--- src/rtl/mpct_pkg.sv ---
// ----------------------------------------------------------------------------
// mpct_pkg
// Shared types and constants for the mouse packet cursor tracker.
// ----------------------------------------------------------------------------
package mpct_pkg;

  // width of the limit registers and the configuration data bus
  localparam int LIMIT_BITS = 10;
  localparam int CFG_IDX_BITS = 1;
  localparam int DELTA_BITS = 9;

  // configuration register indexes
  localparam logic [CFG_IDX_BITS-1:0] CFG_X_LIMIT = 1'd0;
  localparam logic [CFG_IDX_BITS-1:0] CFG_Y_LIMIT = 1'd1;

  // reset values
  localparam logic [LIMIT_BITS-1:0] X_LIMIT_RESET = 10'd315;
  localparam logic [LIMIT_BITS-1:0] Y_LIMIT_RESET = 10'd235;
  localparam int POS_X_RESET = 160;
  localparam int POS_Y_RESET = 120;

  // header byte bit positions
  localparam int LEFT_POS  = 0;
  localparam int RIGHT_POS = 1;
  localparam int SYNC_POS  = 3;
  localparam int XSIGN_POS = 4;
  localparam int YSIGN_POS = 5;
  localparam int XOVF_POS  = 6;
  localparam int YOVF_POS  = 7;

  // one assembled packet
  typedef struct packed {
    logic [7:0] header;
    logic [7:0] x_move;
    logic [7:0] y_move;
  } pkt_t;

endpackage

--- src/rtl/mpct_motion.sv ---
// ----------------------------------------------------------------------------
// mpct_motion
// Decodes packet movement and computes the clamped new cursor position.
// ----------------------------------------------------------------------------
module mpct_motion
  import mpct_pkg::*;
#(
  parameter int COORD_BITS = 10
) (
  input  pkt_t                         pkt,
  input  logic [COORD_BITS-1:0]        pos_x,
  input  logic [COORD_BITS-1:0]        pos_y,
  input  logic [LIMIT_BITS-1:0]        x_limit,
  input  logic [LIMIT_BITS-1:0]        y_limit,
  output logic [COORD_BITS-1:0]        new_x,
  output logic [COORD_BITS-1:0]        new_y,
  output logic signed [DELTA_BITS-1:0] delta_x,
  output logic signed [DELTA_BITS-1:0] delta_y
);

  localparam int WB = COORD_BITS + 2;
  localparam logic [WB-1:0] CMAX = WB'((1 << COORD_BITS) - 1);

  logic signed [WB-1:0] sum_x;
  logic signed [WB-1:0] sum_y;
  logic [WB-1:0]        hi_x;
  logic [WB-1:0]        hi_y;

  // sign-extend movement, zero it on overflow
  assign delta_x = pkt.header[XOVF_POS] ? '0
                 : $signed({pkt.header[XSIGN_POS], pkt.x_move});
  assign delta_y = pkt.header[YOVF_POS] ? '0
                 : $signed({pkt.header[YSIGN_POS], pkt.y_move});

  // limits saturated to the coordinate range
  assign hi_x = (WB'(x_limit) > CMAX) ? CMAX : WB'(x_limit);
  assign hi_y = (WB'(y_limit) > CMAX) ? CMAX : WB'(y_limit);

  // x grows with dx, screen y grows downward
  assign sum_x = $signed({2'b00, pos_x}) + WB'(delta_x);
  assign sum_y = $signed({2'b00, pos_y}) - WB'(delta_y);

  // clamp to 0..limit
  always_comb begin
    if (sum_x[WB-1]) begin
      new_x = '0;
    end else if (unsigned'(sum_x) > hi_x) begin
      new_x = hi_x[COORD_BITS-1:0];
    end else begin
      new_x = sum_x[COORD_BITS-1:0];
    end
    if (sum_y[WB-1]) begin
      new_y = '0;
    end else if (unsigned'(sum_y) > hi_y) begin
      new_y = hi_y[COORD_BITS-1:0];
    end else begin
      new_y = sum_y[COORD_BITS-1:0];
    end
  end

endmodule

--- src/rtl/mouse_packet_cursor_tracker_core.sv ---
// ----------------------------------------------------------------------------
// mouse_packet_cursor_tracker_core
// PS/2 mouse packet decoder driving a clamped cursor position.
// ----------------------------------------------------------------------------
// Takes one received mouse byte per request and groups bytes into 3-byte
// packets; a header byte with bit 3 clear is dropped to regain packet sync.
// On the third byte the cursor moves by +dx / -dy, each coordinate clamped to
// 0..limit (limits saturate to 2^COORD_BITS-1), and one result request with
// position, deltas and buttons is issued. A byte can be accepted in every cycle
// unless the third byte is stalled; the result appears in the output register
// in the cycle after the third byte. Header and X bytes are always
// accepted; a third byte waits only while the output register holds a result
// that is stalled. The limit registers are written through the cfg port.
module mouse_packet_cursor_tracker_core
  import mpct_pkg::*;
#(
  parameter int COORD_BITS = 10
) (
  input  logic                         clk,
  input  logic                         rst_n,
  // configuration
  input  logic                         cfg_we,
  input  logic [CFG_IDX_BITS-1:0]      cfg_index,
  input  logic [LIMIT_BITS-1:0]        cfg_wdata,
  // byte input
  input  logic                         in_valid,
  output logic                         in_stall,
  input  logic [7:0]                   in_rx_byte,
  // result output
  output logic                         out_valid,
  input  logic                         out_stall,
  output logic [COORD_BITS-1:0]        out_cursor_x,
  output logic [COORD_BITS-1:0]        out_cursor_y,
  output logic signed [DELTA_BITS-1:0] out_delta_x,
  output logic signed [DELTA_BITS-1:0] out_delta_y,
  output logic                         out_left_button,
  output logic                         out_right_button
);

  // byte position within a packet
  localparam logic [1:0] IDX_HDR    = 2'd0;
  localparam logic [1:0] IDX_X      = 2'd1;
  localparam logic [1:0] IDX_Y      = 2'd2;
  localparam logic [1:0] IDX_UNUSED = 2'd3;

  logic [LIMIT_BITS-1:0] x_limit_r;
  logic [LIMIT_BITS-1:0] y_limit_r;
  logic [1:0]            idx_r;
  logic [1:0]            idx_nxt;
  logic [7:0]            header_r;
  logic [7:0]            x_move_r;
  logic [COORD_BITS-1:0] pos_x_r;
  logic [COORD_BITS-1:0] pos_y_r;

  logic                         out_valid_r;
  logic [COORD_BITS-1:0]        cursor_x_r;
  logic [COORD_BITS-1:0]        cursor_y_r;
  logic signed [DELTA_BITS-1:0] delta_x_r;
  logic signed [DELTA_BITS-1:0] delta_y_r;
  logic                         left_r;
  logic                         right_r;

  logic                         in_acc;
  logic                         out_acc;
  logic                         load;
  pkt_t                         pkt;
  logic [COORD_BITS-1:0]        new_x;
  logic [COORD_BITS-1:0]        new_y;
  logic signed [DELTA_BITS-1:0] dx;
  logic signed [DELTA_BITS-1:0] dy;

  // handshakes: only the last packet byte needs room in the output register
  assign in_stall = out_valid_r && out_stall && (idx_r == IDX_Y);
  assign in_acc   = in_valid && !in_stall;
  assign out_acc  = out_valid_r && !out_stall;
  assign load     = in_acc && (idx_r == IDX_Y);

  // limit registers
  always_ff @(posedge clk) begin
    if (!rst_n) begin
      x_limit_r <= X_LIMIT_RESET;
      y_limit_r <= Y_LIMIT_RESET;
    end else if (cfg_we) begin
      case (cfg_index)
        CFG_X_LIMIT: x_limit_r <= cfg_wdata;
        CFG_Y_LIMIT: y_limit_r <= cfg_wdata;
        default: ;
      endcase
    end
  end

  // packet byte sequencing, unused index handled as header
  always_comb begin
    case (idx_r)
      IDX_X:   idx_nxt = IDX_Y;
      IDX_Y:   idx_nxt = IDX_HDR;
      default: idx_nxt = in_rx_byte[SYNC_POS] ? IDX_X : IDX_HDR;
    endcase
  end

  always_ff @(posedge clk) begin
    if (!rst_n) begin
      idx_r    <= IDX_HDR;
      header_r <= '0;
      x_move_r <= '0;
    end else if (in_acc) begin
      idx_r <= idx_nxt;
      if (idx_r == IDX_X) begin
        x_move_r <= in_rx_byte;
      end else if ((idx_r != IDX_Y) && in_rx_byte[SYNC_POS]) begin
        header_r <= in_rx_byte;
      end
    end
  end

  // movement decode and clamp
  assign pkt.header = header_r;
  assign pkt.x_move = x_move_r;
  assign pkt.y_move = in_rx_byte;

  mpct_motion #(
    .COORD_BITS (COORD_BITS)
  ) u_motion (
    .pkt     (pkt),
    .pos_x   (pos_x_r),
    .pos_y   (pos_y_r),
    .x_limit (x_limit_r),
    .y_limit (y_limit_r),
    .new_x   (new_x),
    .new_y   (new_y),
    .delta_x (dx),
    .delta_y (dy)
  );

  // cursor position
  always_ff @(posedge clk) begin
    if (!rst_n) begin
      pos_x_r <= COORD_BITS'(POS_X_RESET);
      pos_y_r <= COORD_BITS'(POS_Y_RESET);
    end else if (load) begin
      pos_x_r <= new_x;
      pos_y_r <= new_y;
    end
  end

  // result register
  always_ff @(posedge clk) begin
    if (!rst_n) begin
      out_valid_r <= 1'b0;
    end else if (load) begin
      out_valid_r <= 1'b1;
    end else if (out_acc) begin
      out_valid_r <= 1'b0;
    end
  end

  always_ff @(posedge clk) begin
    if (load) begin
      cursor_x_r <= new_x;
      cursor_y_r <= new_y;
      delta_x_r  <= dx;
      delta_y_r  <= dy;
      left_r     <= header_r[LEFT_POS];
      right_r    <= header_r[RIGHT_POS];
    end
  end

  assign out_valid        = out_valid_r;
  assign out_cursor_x     = cursor_x_r;
  assign out_cursor_y     = cursor_y_r;
  assign out_delta_x      = delta_x_r;
  assign out_delta_y      = delta_y_r;
  assign out_left_button  = left_r;
  assign out_right_button = right_r;

  // checks
  a_third_byte_loads: assert property (@(posedge clk) disable iff (!rst_n)
    (in_acc && (idx_r == IDX_Y)) |=> out_valid_r)
    else $error("third packet byte did not produce a result");

  a_result_from_third: assert property (@(posedge clk) disable iff (!rst_n)
    $rose(out_valid_r) |-> $past(idx_r == IDX_Y))
    else $error("result issued outside a third packet byte");

  a_cursor_tracks_pos: assert property (@(posedge clk) disable iff (!rst_n)
    load |=> ((cursor_x_r == pos_x_r) && (cursor_y_r == pos_y_r)))
    else $error("result cursor differs from stored position");

  a_no_unused_index: assert property (@(posedge clk) disable iff (!rst_n)
    idx_r != IDX_UNUSED)
    else $error("byte index reached unused code");

endmodule
--- config.mk ---
export PLATFORM = sky130hd
export DESIGN_NAME = mouse_packet_cursor_tracker_core
export DESIGN_NICKNAME = d
export VERILOG_FILES = /design/src/rtl/mpct_pkg.sv /design/src/rtl/mpct_motion.sv /design/src/rtl/mouse_packet_cursor_tracker_core.sv
export SDC_FILE = /design/constraint.sdc
export NUM_CORES = 1
export LEC_CHECK = 0
export ABC_AREA = 0
export BUFFER_PORTS_ARGS = -buffer_cell sky130_fd_sc_hd__buf_4
export CAP_MARGIN = 20
export CORE_AREA = 8 8 105 107
export CTS_BUF_LIST = sky130_fd_sc_hd__clkbuf_8
export DETAILED_ROUTE_END_ITERATION = 6
export DIE_AREA = 0 0 113 115
export PLACE_DENSITY = 0.82
export SLEW_MARGIN = 15
export SYNTH_ARGS = -nofsm -noshare
export SYNTH_HDL_FRONTEND = slang
export SYNTH_HIERARCHICAL = 1
export SYNTH_SLANG_ARGS = --single-unit
--- constraint.sdc ---
create_clock -name clk -period 4.1 [get_ports clk]
set_input_delay 0.615 -clock clk [delete_from_list [all_inputs] [get_ports clk]]
set_output_delay 0.615 -clock clk [all_outputs]
set_load 0.05 [all_outputs]
==> impl_results.md <==
* Std cell rows at 36
* Final hold vios at 0
* R2r setup slk at 260 ps
* Synthesis-to-layout area growth at 14.7%
* Min setup slack post-route at 255 ps
* DR vias at 4,356
* Mapped cell area at 0.00552 mm^2
* Vias per cell at 5.81
* Vias in the first global route at 4,259
* Crit-path cells: nor2b_2 -> ha_1 -> inv_1 -> fa_1 -> a21oi_1 -> nand4b_1 -> nand2_1 -> a21o_1 -> a21oi_1 -> xnor2_1 -> ha_1 -> nand2_1 -> nor4_1 -> a31oi_2 -> nor2_4 -> buf_12 -> mux2i_1 -> nand3_1 -> a21boi_0
* Hold Buf Count CTS at 0
* CP delay by family, top: simple AND/OR/NAND/NOR gates
* Rel. slew slack at 46.2%
* Req. time, crit path at 4410 ps
* WS Path Type: reg -> reg
* CTS buffer count at 9
* R2R Path End: pos_y_r[7]
* Synth Instances at 570
* Met2 GRT Util at 36.5%
* Area of the die at 0.0130 mm^2
* Busiest grt layer: met2
* Max Slew Vio Count at 0
* Num ports at 66
* Clock buffer depth at 2
* Design Power at 2.11 mW
* Antenna cells at 0
* Mean post-synth cell area at 9.68 um^2
* Routed wire per std cell at 17.6 um
* Post-Place Setup Slack at -126 ps
* CP max FO at 10
* First-pass GRT wire length at 21.2 mm
* Drt drc at 0
* Hold Path Class: reg -> reg
* Tmin final at 3840 ps
* Grt ovf at 0
* Reg2reg path depth at 19
* Clock transition at the registers of the reported paths at 100 ps
* Fin util at 66.9%
* Clock Latency Late Sink at 370 ps
* Final WL at 13.2 mm
* Final setup fails at 0
* Antenna-violating nets left at 0
* Placed cell areas at 0.00610 mm^2
* CTS tree: done
* CP startpoint kind: register
* Fmax at 0.260 GHz
* WP buf/inv at 2
* Gr usage total at 20.6%
* # Post-CTS Setup Buffers at 0
* I/O Buffers at 65
* Power per cell area at 333 mW/mm^2
* Hold EP: out_right_button
* Finished Layout Cells at 750
* Largest net degree at the start of global routing at 67
* Hold Crit Depth at 0
* Clock Skew at 9.20 ps
* Core box area at 0.00946 mm^2
* Routability cong. at 0.901
* Met1 Use GR at 23.6%
* Pre-antenna DRT Iters at 5
* Run status: complete, no violations
* Initial core utilization at 58.3%
* Placed cell count at 734
* Post-DP HPWL at 9.89 mm
* WP data arrival at 4150 ps
* Final Cell Area at 0.00633 mm^2
* Period utilisation layout at 93.8%
* First-iteration detailed-routing DRC count at 316
* Clock sinks at 97
* Layout cells sized above 1 at 20.0%
* Mapped Nets at 641
* RSZ-0062 raised after global routing: true
* Resize count post-CTS at 0
* Max-cap violation count at 0
* Final net count at 702
* Initial antenna violation count at 0
* VDD IR max at 0.182 mV
* Max incr delay on CP at 390 ps
* Clk root buf: clkbuf_8
* CP max stage cell: fa_1
* M3 GR Usage at 3.94%
* Crit path capture type: register
* Htree depth at 3
* Warnings, synthesis at 6
* Pin slew with the least headroom to its limit at 808 ps
* Die H at 115 um
* Die Width at 113 um
* RR Startpoint: header_r[7]
* Fillcell total at 759
* Pleak at 2.76 nW
* Hold path start: header_r[1]
==> layout make-up <==
cell class	count	area, um^2	area share [%]
inverters	46	173	2.73
well taps	114	143	2.25
multi-input cells	406	2930	46.3
clock inverters	7	70.1	1.11
clock buffers	9	124	1.96
flip-flops and latches	97	2340	37.1
repair buffers	71	546	8.62
==> metal layers <==
metal  vias to the layer above  wire, um  share of wire [%]
met5                         -         0                  0
met4                         0       416                3.2
met3                        30       630                4.8
met2                       123      6760                 51
met1                      2084      5380                 41
li1                       2119         -                  -
==> how the worst max path moves through the flow <==
stage | start | end | slack (ps) | depth (start not counted)
6_report | header_r[7] | pos_y_r[7] | 260 | 19
3_3_place_gp | in_rx_byte[0] | pos_y_r[7] | 70 | 21
2_1_floorplan | in_rx_byte[0] | out_cursor_y[2] | 320 | 16
3_5_place_dp | in_rx_byte[0] | pos_y_r[7] | -130 | 21
4_1_cts | header_r[7] | pos_y_r[7] | 190 | 20
5_1_grt | header_r[6] | pos_x_r[1] | -4 | 17
==> metrics by stage <==
stage	setup TNS (ps)	hold WS (ps)
after global routing	-4.02	454
after global placement	0	414
after detailed placement	-699	421
after floorplan	0	408
after CTS	0	444
final	0	442
==> sequential cells by signal, summed over array words and instances (netlist names), 2 cells and up <==
name,cells
out_cursor_x,10
out_cursor_y,10
pos_x_r,10
pos_y_r,10
x_limit_r,10
y_limit_r,10
out_delta_x,9
out_delta_y,9
x_move_r,8
header_r,6
idx_r,2
==> placed cells by master, fill, tap and decap left out, drive strengths merged, types with 4 or more instances in the layout <==
cell type,count
o21ai,26
inv,47
and3,4
clkinv,4
dfxtp,57
nor2,9
edfxtp,40
nand3,42
nand4,4
nand2b,13
mux2,7
o21a,7
a21o,11
and2,6
nand2,84
a21oi,26
a31o,4
o211ai,4
ha,45
buf,71
a21boi,25
xnor2,15
clkbuf,9
nor2b,20
mux2i,26
==> report_power, final <==
group          leakage (nW)  switching (mW)  internal (mW)
clock network        0.0994           0.348          0.282
logic                  1.82           0.239          0.183
registers             0.838          0.0178           1.04
Note: power is estimated with default switching activity, not from simulation.
